File: src/sv/lpbd_pkg.sv
// Package: constants and types shared by the page buffer directory modules.
package lpbd_pkg;

  localparam int unsigned NumSlotsDef = 64;
  localparam int unsigned PageBitsDef = 16;
  localparam int unsigned FileBitsDef = 8;

  localparam int unsigned CmdW  = 3;
  localparam int unsigned FileW = 8;
  localparam int unsigned PageW = 16;
  localparam int unsigned SlotW = 6;

  typedef enum logic [CmdW-1:0] {
    CMD_GET   = 3'd0,
    CMD_MARK  = 3'd1,
    CMD_PROBE = 3'd2,
    CMD_DISC  = 3'd3,
    CMD_FLUSH = 3'd4,
    CMD_FFILE = 3'd5
  } cmd_t;

  // Action broadcast from the controller to every cell
  typedef struct packed {
    logic touch;      // hit entry to rank 0, ranks below it age
    logic fill;       // selected slot takes the new page at rank 0, others age
    logic drop;       // hit entry dropped, ranks above close up
    logic set_dirty;  // hit entry marked dirty
    logic clr_dirty;  // hit entry mark cleared
  } cell_op_t;

endpackage

File: src/sv/lpbd_cell.sv
// One directory slot: tag, valid, dirty and recency rank, with match logic.
module lpbd_cell #(
  parameter int unsigned RANK_W = 6,
  parameter int unsigned FILE_BITS = 8,
  parameter int unsigned PAGE_BITS = 16
) (
  input  logic                 clk,
  input  logic                 rst,
  input  logic [FILE_BITS-1:0] key_file,
  input  logic [PAGE_BITS-1:0] key_page,
  input  lpbd_pkg::cell_op_t   op,
  input  logic                 sel,       // this cell is the hit or fill target
  input  logic [RANK_W-1:0]    ref_rank,  // rank of the hit entry
  input  logic                 clr_one,   // flush file clears this mark
  input  logic                 full,
  output logic                 match,
  output logic                 file_match,
  output logic                 valid,
  output logic                 dirty,
  output logic [RANK_W-1:0]    rank,
  output logic [FILE_BITS-1:0] tag_file,
  output logic [PAGE_BITS-1:0] tag_page
);

  assign match      = valid && tag_file == key_file && tag_page == key_page;
  assign file_match = valid && tag_file == key_file;

  always_ff @(posedge clk) begin
    if (rst) begin
      valid <= 1'b0;
      dirty <= 1'b0;
      rank  <= '0;
    end else begin
      if (clr_one) dirty <= 1'b0;
      if (op.touch) begin
        if (sel) rank <= '0;
        else if (valid && rank < ref_rank) rank <= rank + 1'b1;
      end
      if (op.fill) begin
        if (sel) begin
          valid    <= 1'b1;
          dirty    <= 1'b0;
          rank     <= '0;
          tag_file <= key_file;
          tag_page <= key_page;
        end else if (valid && !full) begin
          rank <= rank + 1'b1;
        end else if (valid && full) begin
          // victim holds the top rank, so all others age without wrap
          rank <= rank + 1'b1;
        end
      end
      if (op.drop) begin
        if (sel) begin
          valid <= 1'b0;
          dirty <= 1'b0;
          rank  <= '0;
        end else if (valid && rank > ref_rank) begin
          rank <= rank - 1'b1;
        end
      end
      if (op.set_dirty && sel) dirty <= 1'b1;
      if (op.clr_dirty && sel) dirty <= 1'b0;
    end
  end

endmodule

File: config.mk
export PLATFORM = sky130hd
export DESIGN_NAME = lpbd_cell
export DESIGN_NICKNAME = d
export VERILOG_FILES = /design/src/sv/lpbd_pkg.sv /design/src/sv/lpbd_cell.sv
export SDC_FILE = /design/constraint.sdc
export NUM_CORES = 1
export LEC_CHECK = 0
export ABC_CLOCK_PERIOD_IN_PS = 2800
export BUFFER_PORTS_ARGS = -buffer_cell sky130_fd_sc_hd__buf_4
export CORE_AREA = 3 3 69 71
export DETAILED_ROUTE_END_ITERATION = 12
export DIE_AREA = 0 0 72 74
export PLACE_DENSITY = 0.71
export RECOVER_POWER = 25
export SLEW_MARGIN = 10
export SYNTH_ARGS = -nofsm -noshare
export SYNTH_HDL_FRONTEND = slang
export SYNTH_SLANG_ARGS = --single-unit
File: constraint.sdc
create_clock -name clk -period 2.8 [get_ports clk]
set_input_delay 0.56 -clock clk [delete_from_list [all_inputs] [get_ports clk]]
set_output_delay 0.56 -clock clk [all_outputs]
set_load 0.02 [all_outputs]
Word-level counts from Yosys, hierarchy flattened
Cells that the tools add are included.
W data, S select, Z words.
{"block": "totals", "register_bits": 32}
{"block": "classes", "add_sub_neg": 2, "n_lt_le_gt_ge": 2, "n_eq_ne": 2, "n_mux": 20, "bitwise": 1, "reduce_logical": 11}
{"operator": "$mux W6", "n": 10}
{"operator": "$eq A16 B16 Y1", "n": 1}
{"operator": "$mux W1", "n": 10}
{"operator": "$eq A8 B8 Y1", "n": 1}
{"operator": "$logic_and A1 B1 Y1", "n": 8}
{"operator": "$add A6 B1 Y6 const B", "n": 1}
{"operator": "$gt A6 B6 Y1", "n": 1}
{"operator": "$lt A6 B6 Y1", "n": 1}
{"operator": "$sub A6 B1 Y6 const B", "n": 1}
{"operator": "$reduce_and A3 Y1", "n": 1}
{"operator": "$reduce_or A2 Y1", "n": 1}
{"operator": "$logic_not A1 Y1", "n": 1}
{"operator": "$not A1 Y1", "n": 1}

Depth between registers and ports, before layout
Gate-level depths: netlist of the first run.
{"block": "logic_depth", "depth_word": 12, "ltp_mapped": 8, "depth_no_buf": 8}

Least setup slack after synthesis of the first run
No wires, ideal clock.
{"block": "synth_timing", "path_type": "input to register", "startpoint": "input port sel", "endpoint": "register tag_file[0], enable pin", "setup_time_ns": 0.405, "arrival_ns": 1.938, "path_slack_ns": 0.457, "cell_stages": 3, "n_path_buf": 1, "cell_sequence": "clkbuf_1 nand2_1 nor2_1"}
{"block": "synth_via", "elab_chain_len": 1}
{"item": "start: declaration", "line": "lpbd_cell.sv:12", "text": "input logic sel,"}
{"item": "$reduce_and A3 Y1 (no line)"}
{"item": "end signal: assignment", "line": "lpbd_cell.sv:44", "text": "tag_file <= key_file;"}
{"item": "end: declaration", "line": "lpbd_cell.sv:21", "text": "output logic [FILE_BITS-1:0] tag_file,"}
Every way passes these cells.
A chain may end at the register's enable or synchronous reset.

Worst setup path after layout of the first run
{"block": "layout_timing", "startpoint": "register rank[3]", "endpoint": "register rank[2]"}
{"block": "layout_via", "elab_chain_len": 12, "word_cells_on_any_way": 14, "cone_classes": "2 x order compare; 10 x mux; 2 x reduce/logical"}
{"item": "start: declaration", "line": "lpbd_cell.sv:20", "text": "output logic [RANK_W-1:0] rank,"}
{"item": "start signal: assignment", "line": "lpbd_cell.sv:37", "text": "else if (valid && rank < ref_rank) rank <= rank + 1'b1;"}
{"item": "start signal: assignment", "line": "lpbd_cell.sv:47", "text": "rank <= rank + 1'b1;"}
{"item": "start signal: assignment", "line": "lpbd_cell.sv:50", "text": "rank <= rank + 1'b1;"}
{"item": "$lt A6 B6 Y1", "line": "lpbd_cell.sv:37"}
{"item": "$logic_and A1 B1 Y1", "line": "lpbd_cell.sv:37"}
{"item": "$mux W6", "line": "lpbd_cell.sv:37"}
{"item": "$mux W6", "line": "lpbd_cell.sv:36", "text": "if (sel) rank <= '0;"}
{"item": "$mux W6", "line": "lpbd_cell.sv:35", "text": "if (op.touch) begin"}
{"item": "$mux W6", "line": "lpbd_cell.sv:48", "text": "end else if (valid && full) begin"}
{"item": "$mux W6", "line": "lpbd_cell.sv:46", "text": "end else if (valid && !full) begin"}
{"item": "$mux W6", "line": "lpbd_cell.sv:40", "text": "if (sel) begin"}
{"item": "$mux W6", "line": "lpbd_cell.sv:39", "text": "if (op.fill) begin"}
{"item": "$mux W6", "line": "lpbd_cell.sv:58", "text": "end else if (valid && rank > ref_rank) begin"}
{"item": "$mux W6", "line": "lpbd_cell.sv:54", "text": "if (sel) begin"}
{"item": "$mux W6 (*)", "line": "lpbd_cell.sv:53", "text": "if (op.drop) begin"}
Every way passes the cells marked *; elsewhere a longest branch is shown, timed or not.

==> impl_metrics.py, run 1 <==
metrics = {
    "outcome": {
        "outcome": "complete, no violations",
    },
    "timing": {
        "timing.final.max_slew_violations": 0,
        "rsz0062_at_grt": "false",
        "max_freq_mhz": 429,
        "clock_skew_ns": 0.00524,
        "final.setup.worst_slack_ns": 0.468,
        "tightest_slew_ns": 0.520,
        "slew_headroom": 0.649,
        "period_share": 0.833,
        "fin_tns_setup_ns": 0,
        "finalSetupViolCount": 0,
        "hold_violations": 0,
        "period_needed_ns": 2.33,
    },
    "synth": {
        "ys_seq_area_frac": 0.465,
        "synth_top_area_frac": 0.381,
        "netlist_top_cells_count": "24 x edfxtp_1, 17 x xnor2_1, 14 x nand2_1",
        "yosysTopAreaCell": "edfxtp_1",
        "yosysWarnings": 0,
        "netlist-cell-type-count": 40,
        "synth-edff-count": 24,
        "ys_ff_latch": 32,
        "synth_fp_nets": 230,
        "synth.most_common_cell": "edfxtp_1",
        "avgSynthCellArea_um2": 10.4,
        "synthTopCellsByArea": "edfxtp_1 38%, dfxtp_1 8.5%, xnor2_1 7.9%, xor2_1 6.0%, ha_1 5.3%",
        "synthCells": 182,
        "syn_area_um2": 1890,
        "yosys_most_used_dff": "edfxtp_1",
        "async_flop_share": 0,
    },
    "min_path": {
        "hp-class": "in -> reg",
    },
    "placed_design": {
        "io_buffers": 72,
        "gp_congestion": 0.887,
        "dpl.hpwl_mm": 3.58,
        "pre_cts_ws_ns": 0.332,
    },
    "worst_setup_path": {
        "critPathRequiredTime_ns": 2.99,
        "cp-startpoint": "rank[3]",
        "critPathMaxFanout": 9,
        "crit_cells": 7,
        "r2r_end": "rank[2]",
        "slowest_delay_ns": 0.58,
        "critical_path_buf_inv_count": 0,
        "cp_cell_sequence": "ha_1 -> nand4_1 -> o21ai_0 -> a2111oi_4 -> a21o_1 -> a31oi_1 -> a311oi_1",
        "arrival_ns": 2.53,
        "worstSetupStartpointType": "register",
        "critPathCaptureType": "register",
        "cp_top_family": "compound AO/OA/AOI/OAI gates",
        "reg2reg_depth": 7,
        "crit_end": "rank[2]",
        "crit_type": "reg -> reg",
        "reg2reg_slack_ns": 0.47,
        "cpMaxStageDelayCell": "a2111oi_4",
        "r2r-start": "rank[3]",
    },
    "drt": {
        "vias": 1628,
        "dr.pass1.iters": 4,
        "via_per_inst": 5.29,
        "drc": 0,
        "drt_iter0_drc": 98,
        "wirelength_mm": 4.56,
        "ant_nets": 0,
        "wire_per_inst_um": 14.8,
    },
    "power_and_ir_drop": {
        "p_int_mw": 0.935,
        "p_clk_frac": 0.392,
        "p_leak_nw": 0.985,
        "combPwrFrac": 0.158,
        "swShare": 0.237,
        "power_density_nw_per_um2": 485,
        "vdd_drop_max_uv": 285,
        "seq_power_share": 0.450,
        "p_sw_mw": 0.290,
    },
    "cts": {
        "ctsHtreeMaxLevel": 2,
        "cts_tree": "yes",
        "clk_pin_slew_ns": 0.07,
        "post_cts_resized": 0,
        "cts_buffers": 5,
        "post_cts_buffers": 0,
        "clk_latency_ns": 0.28,
        "clock_path_buffers": 2,
        "cts.sinks": 32,
        "ctsHoldBuffers": 0,
        "cts-root-buf": "clkbuf_8",
    },
    "floorplan": {
        "core_um2": 4290,
        "dieArea_um2": 5330,
        "die_w_um": 72,
        "start_util": 0.441,
        "row_count": 24,
        "chipHeight_um": 74,
        "pin_count": 74,
    },
    "grt": {
        "grt_start_max_net_pins": 25,
        "grt_pass1_vias": 1521,
        "grt-ovfl-total": 0,
        "antenna_found_initial": 0,
        "grt_pass1_wl_mm": 7.13,
        "grt.total_usage": 0.172,
    },
    "finish": {
        "layout-drive-gt1-share": 0.258,
        "final_util": 0.588,
        "diodes": 0,
        "area_growth_pct": 33.4,
        "nets": 303,
    },
    "run": {
        "cap_viol_max_count": 0,
    },
}
-- flip-flops by register name, summed over array words and instances (netlist names) --
signal	cells
tag_file	8
tag_page	16
dirty	1
rank	6
valid	1
-- metal layers --
layer / up-vias / global-route usage / routed length, µm
met2: 56 / 0.274 / 2190
met4: 0 / 0.0731 / 70
li1: 813 / - / -
met3: 9 / 0.0432 / 243
met1: 750 / 0.223 / 2060
met5: - / 0 / 0
-- cells by family after synthesis --
family          synth area share
flops                      0.465
buf+inv                   0.0403
xor+xnor                   0.139
compound gates             0.177
fa+ha+maj                 0.0529
simple gates               0.126
-- worst register-to-register path: cells and delay by family (launching register included) --
kind,cells,cell delay [ns]
AOI/OAI and AO/OA,5,1.28
adders and majority gates,1,0.32
and+or+nand+nor,1,0.13
DFF,1,0.52
-- final cells by class --
cell class	count	area, µm²
fillers	405	1770
inverters	13	48.8
well taps	52	65.1
clock buffers	7	96.3
clock inverters	1	30.0
repair buffers	73	465
multi-input cells	130	938
flip-flops and latches	32	881
-- power groups by stage --
| stage | sequential, mW | combinational (mW) | clock, mW |
|---|---|---|---|
| finish | 0.551 | 0.194 | 0.481 |
| CTS | 0.551 | 0.208 | 0.493 |
| global placement | 0.561 | 0.203 | 0 |
| global route | 0.554 | 0.211 | 0.515 |
| detailed placement | 0.561 | 0.208 | 0 |
| floorplan | 0.582 | 0.0862 | 0 |
-- stage by stage --
stage                     hold slack [ns]  area (µm²)  total power [mW]  std cells
after floorplan                     0.654        1890             0.668        182
after global placement              0.572        2480             0.764        300
after detailed placement            0.596        2480             0.769        300
after CTS                           0.452        2610              1.25        308
after global routing                0.453        2520              1.28        308
final                               0.464        2520              1.23        308
-- how the worst min path moves through the flow --
stage / from / end / cells past startpoint
after floorplan: dirty / dirty / 2
after global placement: dirty / dirty / 2
after detailed placement: dirty / dirty / 2
after CTS: op[0] / dirty / 2
after global routing: op[0] / dirty / 2
final: op[0] / dirty / 2
-- placed cells by master, fill, tap and decap left out, types with 2 or more instances in the layout --
cell	count
nand4_1	5
clkbuf_1	22
nor4_1	3
a221oi_1	4
o211ai_1	5
nor2_1	6
clkbuf_8	7
a21oi_1	12
edfxtp_1	24
a211oi_1	2
xor2_1	13
inv_1	13
a31oi_1	2
ha_1	8
and3_1	3
nor3_1	2
nand3_1	3
dfxtp_1	8
o21ai_0	10
nand2b_1	2
nand2_1	14
xnor2_1	17
nor2b_1	2
buf_4	51
Power figures use the tool's default switching activity.
==> run 2: changes to the inputs <==
--- a/config.mk
+++ b/config.mk
@@ -5,12 +5,12 @@
 export SDC_FILE = /design/constraint.sdc
 export NUM_CORES = 1
 export LEC_CHECK = 0
-export ABC_CLOCK_PERIOD_IN_PS = 2800
+export ABC_CLOCK_PERIOD_IN_PS = 1950
 export BUFFER_PORTS_ARGS = -buffer_cell sky130_fd_sc_hd__buf_4
-export CORE_AREA = 3 3 69 71
+export CORE_AREA = 3 3 70 72
 export DETAILED_ROUTE_END_ITERATION = 12
-export DIE_AREA = 0 0 72 74
-export PLACE_DENSITY = 0.71
+export DIE_AREA = 0 0 73 75
+export PLACE_DENSITY = 0.72
 export RECOVER_POWER = 25
 export SLEW_MARGIN = 10
 export SYNTH_ARGS = -nofsm -noshare
==> constraint.sdc (replaced) <==
create_clock -name clk -period 1.95 [get_ports clk]
set_input_delay 0.39 -clock clk [delete_from_list [all_inputs] [get_ports clk]]
set_output_delay 0.39 -clock clk [all_outputs]
set_load 0.02 [all_outputs]
==> impl_metrics.py, run 2 (synthesis gave the netlist of run 1 again) <==
metrics = {
    "floorplan": {
        "dieArea_um2": 5480,
        "row_count": 24,
        "pin_count": 74,
        "core_um2": 4350,
        "start_util": 0.435,
        "die_w_um": 73,
        "chipHeight_um": 75,
    },
    "cts": {
        "clk_pin_slew_ns": 0.07,
        "clock_path_buffers": 2,
        "cts_tree": "yes",
        "ctsHtreeMaxLevel": 2,
        "cts_buffers": 5,
        "cts.sinks": 32,
        "cts-root-buf": "clkbuf_8",
        "clk_latency_ns": 0.28,
        "ctsHoldBuffers": 0,
    },
    "timing": {
        "timing.final.max_slew_violations": 0,
        "clock_skew_ns": 0.00113,
        "period_needed_ns": 2.14,
        "rsz0062_at_grt": "true",
        "finalSetupViolCount": 2,
        "fin_tns_setup_ns": -0.269,
        "slew_headroom": 0.786,
        "hold_violations": 0,
        "hold_slack_ns": 0.283,
        "tightest_slew_ns": 0.318,
        "period_share": 1.10,
        "final.setup.worst_slack_ns": -0.193,
        "max_freq_mhz": 467,
    },
    "worst_setup_path": {
        "critPathRequiredTime_ns": 1.56,
        "critical_path_buf_inv_count": 1,
        "critPathMaxFanout": 2,
        "crit_type": "reg -> out",
        "worstSetupStartpointType": "register",
        "slowest_delay_ns": 0.40,
        "cp_cell_sequence": "xnor2_1 -> nand4_1 -> nor4_2 -> and3_1 -> and4_1 -> buf_6",
        "cpMaxStageDelayCell": "edfxtp_1",
        "critPathCaptureType": "output port",
        "arrival_ns": 1.75,
        "cp_top_family": "simple AND/OR/NAND/NOR gates",
    },
    "finish": {
        "regMostFlops": "tag_page",
        "final_cell_mix": "72 x buf_4, 24 x edfxtp_1, 20 x clkbuf_1",
        "nets": 324,
        "fin_cells": 329,
        "n_fill_cell": 375,
        "top_regs": "tag_page (16), tag_file (8), rank (6)",
        "final_area_um2": 2810,
        "area_growth_pct": 48.2,
        "layout-drive-gt1-share": 0.394,
        "layout_commonest_cell": "buf_4",
        "final_util": 0.645,
        "diodes": 0,
        "largest_register_ffs": 16,
    },
    "placed_design": {
        "pre_cts_ws_ns": -0.227,
        "place_area_um2": 2630,
        "dp_cells": 319,
        "gp_congestion": 0.915,
        "dpl.hpwl_mm": 3.73,
        "io_buffers": 72,
    },
    "grt": {
        "grt_use_met3": 0.0494,
        "use_met2": 0.286,
        "grt_busiest_layer": "met2",
        "grt_start_max_net_pins": 25,
        "grt-ovfl-total": 0,
        "grt_pass1_wl_mm": 7.80,
        "antenna_found_initial": 0,
        "use_met1": 0.241,
        "grt_pass1_vias": 1697,
        "grt.total_usage": 0.183,
    },
    "drt": {
        "via_per_inst": 5.30,
        "drt_iter0_drc": 84,
        "dr.pass1.iters": 4,
        "vias": 1743,
        "wirelength_mm": 4.95,
        "wire_per_inst_um": 15.0,
        "drc": 0,
        "ant_nets": 0,
    },
    "outcome": {
        "violations": "negative setup slack",
        "outcome": "finished, violations left",
    },
    "power_and_ir_drop": {
        "vdd_drop_max_uv": 363,
        "power_density_nw_per_um2": 619,
        "total_power_mw": 1.74,
        "p_leak_nw": 1.10,
    },
    "min_path": {
        "hp-class": "in -> reg",
    },
    "run": {
        "cap_viol_max_count": 0,
    },
}
[run 2: layout make-up]
cell class                      instances  area (µm²)  area share
Multi-Input combinational cell        130        1050       0.376
Tap cell                               52        65.1      0.0232
Clock inverter                          2        35.0      0.0125
Clock buffer                            6        72.6      0.0259
Timing Repair Buffer                   94         642       0.229
Sequential cell                        32         888       0.317
Inverter                               13        48.8      0.0174
[run 2: layer usage]
layer | routed length (µm) | part of all wire | up-vias
met1 | 2060 | 0.42 | 796
met4 | 68 | 0.014 | 0
li1 | - | - | 855
met2 | 2370 | 0.48 | 82
met5 | 0 | 0 | -
met3 | 451 | 0.091 | 10
[run 2: worst register-to-register path, cell delays in order, from the launching register on]
cell and delay, ns:
dfxtp_2 0.32, inv_1 0.11, ha_1 0.22, nor2b_4 0.06
o21bai_4 0.20, nand4_1 0.24, buf_4 0.23, nand2_4 0.07
o211ai_1 0.12, a221oi_2 0.26
[run 2: path summary, 6_finish.rpt]
| check | start | to | slack [ns] | cells after the start |
|---|---|---|---|---|
| worst max-delay path | tag_file[3] | match | -0.19 | 6 |
| worst min-delay path | op[0] | dirty | 0.28 | 2 |
| worst max register to register | rank[0] | rank[0] | 0.03 | 9 |
| worst min register to register | valid | valid | 0.57 | 2 |
[run 2: repair_timing]
| action | in CTS | in global routing |
|---|---|---|
| endpoints found under the setup margin | 4 | 8 |
| resized for setup | 5 | 19 |
| buffers inserted | 1 | 3 |
| pin swaps | 3 | 14 |
[run 2: report_power, final]
part	internal [mW]	switching (mW)	total, mW
clock network	0.379	0.243	0.622
logic	0.156	0.173	0.329
registers	0.765	0.0200	0.785
==> run 3: changes to the inputs <==
--- a/config.mk
+++ b/config.mk
@@ -6,7 +6,7 @@
 export NUM_CORES = 1
 export LEC_CHECK = 0
 export ABC_CLOCK_PERIOD_IN_PS = 1950
-export BUFFER_PORTS_ARGS = -buffer_cell sky130_fd_sc_hd__buf_4
+export BUFFER_PORTS_ARGS = -buffer_cell sky130_fd_sc_hd__buf_2
 export CORE_AREA = 3 3 70 72
 export DETAILED_ROUTE_END_ITERATION = 12
 export DIE_AREA = 0 0 73 75
==> impl_metrics.py, run 3 (synthesis gave the netlist of run 1 again) <==
metrics = {
    "grt": {
        "grt_pass1_wl_mm": 7.34,
        "grt_use_met3": 0.0387,
        "antenna_found_initial": 0,
        "use_met2": 0.284,
        "grt.total_usage": 0.175,
        "grt_pass1_vias": 1666,
        "grt-ovfl-total": 0,
        "grt_busiest_layer": "met2",
        "use_met1": 0.228,
        "grt_start_max_net_pins": 25,
    },
    "power_and_ir_drop": {
        "p_clk_frac": 0.364,
        "combPwrFrac": 0.180,
        "p_sw_mw": 0.436,
        "total_power_mw": 1.72,
        "p_int_mw": 1.28,
        "swShare": 0.254,
        "vdd_drop_max_uv": 281,
        "power_density_nw_per_um2": 629,
        "p_leak_nw": 1.09,
        "seq_power_share": 0.456,
    },
    "cts": {
        "cts_buffers": 5,
        "clk_latency_ns": 0.28,
        "ctsHtreeMaxLevel": 2,
        "clk_pin_slew_ns": 0.07,
        "clock_path_buffers": 2,
        "cts.sinks": 32,
        "cts-root-buf": "clkbuf_8",
        "cts_tree": "yes",
    },
    "run": {
        "cap_viol_max_count": 0,
    },
    "floorplan": {
        "chipHeight_um": 75,
        "row_count": 24,
        "start_util": 0.435,
        "die_w_um": 73,
        "pin_count": 74,
        "core_um2": 4350,
        "dieArea_um2": 5480,
    },
    "drt": {
        "dr.pass1.iters": 4,
        "drc": 0,
        "drt_iter0_drc": 71,
        "ant_nets": 0,
        "via_per_inst": 5.32,
        "vias": 1772,
        "wire_per_inst_um": 14.4,
        "wirelength_mm": 4.79,
    },
    "worst_setup_path": {
        "critPathRequiredTime_ns": 1.56,
        "worstSetupStartpointType": "register",
        "critPathMaxFanout": 2,
        "cp-startpoint": "tag_file[1]",
        "critPathCaptureType": "output port",
        "arrival_ns": 1.69,
        "crit_type": "reg -> out",
        "r2r-start": "rank[4]",
    },
    "finish": {
        "diodes": 0,
        "largest_register_ffs": 16,
        "regMostFlops": "tag_page",
        "regArea_um2": 888,
        "area_growth_pct": 44.0,
        "layout-drive-gt1-share": 0.402,
        "multi_input_area_um2": 1050,
        "final_util": 0.626,
        "n_fill_cell": 397,
        "layout_commonest_cell": "buf_2",
        "final_cell_mix": "52 x buf_2, 24 x edfxtp_1, 23 x buf_4",
        "nets": 328,
        "top_regs": "tag_page (16), tag_file (8), rank (6)",
    },
    "placed_design": {
        "dpl.hpwl_mm": 3.61,
        "gp_congestion": 0.959,
        "io_buffers": 72,
    },
    "timing": {
        "hold_violations": 0,
        "period_share": 1.07,
        "clock_skew_ns": 0.00342,
        "finalSetupViolCount": 3,
        "timing.final.max_slew_violations": 0,
        "rsz0062_at_grt": "true",
        "slew_headroom": 0.736,
        "tightest_slew_ns": 0.393,
        "period_needed_ns": 2.08,
        "final.setup.worst_slack_ns": -0.130,
        "max_freq_mhz": 481,
    },
    "min_path": {
        "hold_start": "op[0]",
        "hp-class": "in -> reg",
    },
    "outcome": {
        "outcome": "finished, violations left",
        "violations": "negative setup slack",
    },
}
==> run 3: cell types whose count changed in the layout (fill, tap and decap cells not counted) <==
cell	change
clkbuf_1	-2
buf_12	+1
a21oi_2	-2
o21ai_0	+1
clkinvlp_4	+1
a21oi_1	+2
buf_4	-49
buf_2	+52
buf_6	+2
clkbuf_4	-1
o21ai_1	-1
==> run 3: layer usage <==
metal / wire [µm] / vias to the layer above
met2: 2280 / 77
met3: 386 / 7
met5: 0 / -
li1: - / 870
met4: 57 / 0
met1: 2060 / 818
==> run 3: repair_timing <==
item,4_1_cts,5_1_grt
pin swaps,7,12
hold buffers,0,0
resized for setup,10,15
endpoints found under the setup margin,4,8
buffers inserted,3,3
==> run 3: worst max-delay path: stages, from the launching register on <==
cell	delay (ns)
edfxtp_1	0.41
xor2_1	0.17
nor4_2	0.29
and3_1	0.22
and4_1	0.20
buf_6	0.12
==> run 3: cell type report <==
cell class / count / share of cell area
clock buffers: 5 / 0.0252
clock inverters: 3 / 0.0156
inverters: 13 / 0.0179
multi-input cells: 130 / 0.384
flip-flops and latches: 32 / 0.326
well taps: 52 / 0.0239
repair buffers: 98 / 0.207
==> run 3: power by group through the flow <==
stage | Sequential [mW] | Clock, mW | Combinational [mW]
floorplan | 0.836 | 0 | 0.124
global placement | 0.795 | 0 | 0.287
detailed placement | 0.797 | 0 | 0.292
CTS | 0.782 | 0.646 | 0.300
global route | 0.785 | 0.678 | 0.340
finish | 0.782 | 0.624 | 0.309
==> run 3: metrics by stage <==
stage,TNS [ns],hold slack [ns],instances,cell area [µm²],setup slack [ns]
2_1_floorplan,0,0.489,182,1900,0.00476
3_3_place_gp,-0.880,0.573,321,2480,-0.185
3_5_place_dp,-1.04,0.593,321,2480,-0.215
4_1_cts,-0.221,0.285,332,2660,-0.162
5_1_grt,-0.703,0.295,333,2730,-0.296
6_report,-0.174,0.292,333,2730,-0.130
==> run 3: path summary, 6_finish.rpt <==
kind,slack (ns),to,depth (start not counted)
setup / recovery,-0.13,match,5
setup reg to reg,-0.01,rank[5],7
hold / removal,0.29,dirty,2
hold reg to reg,0.59,dirty,2
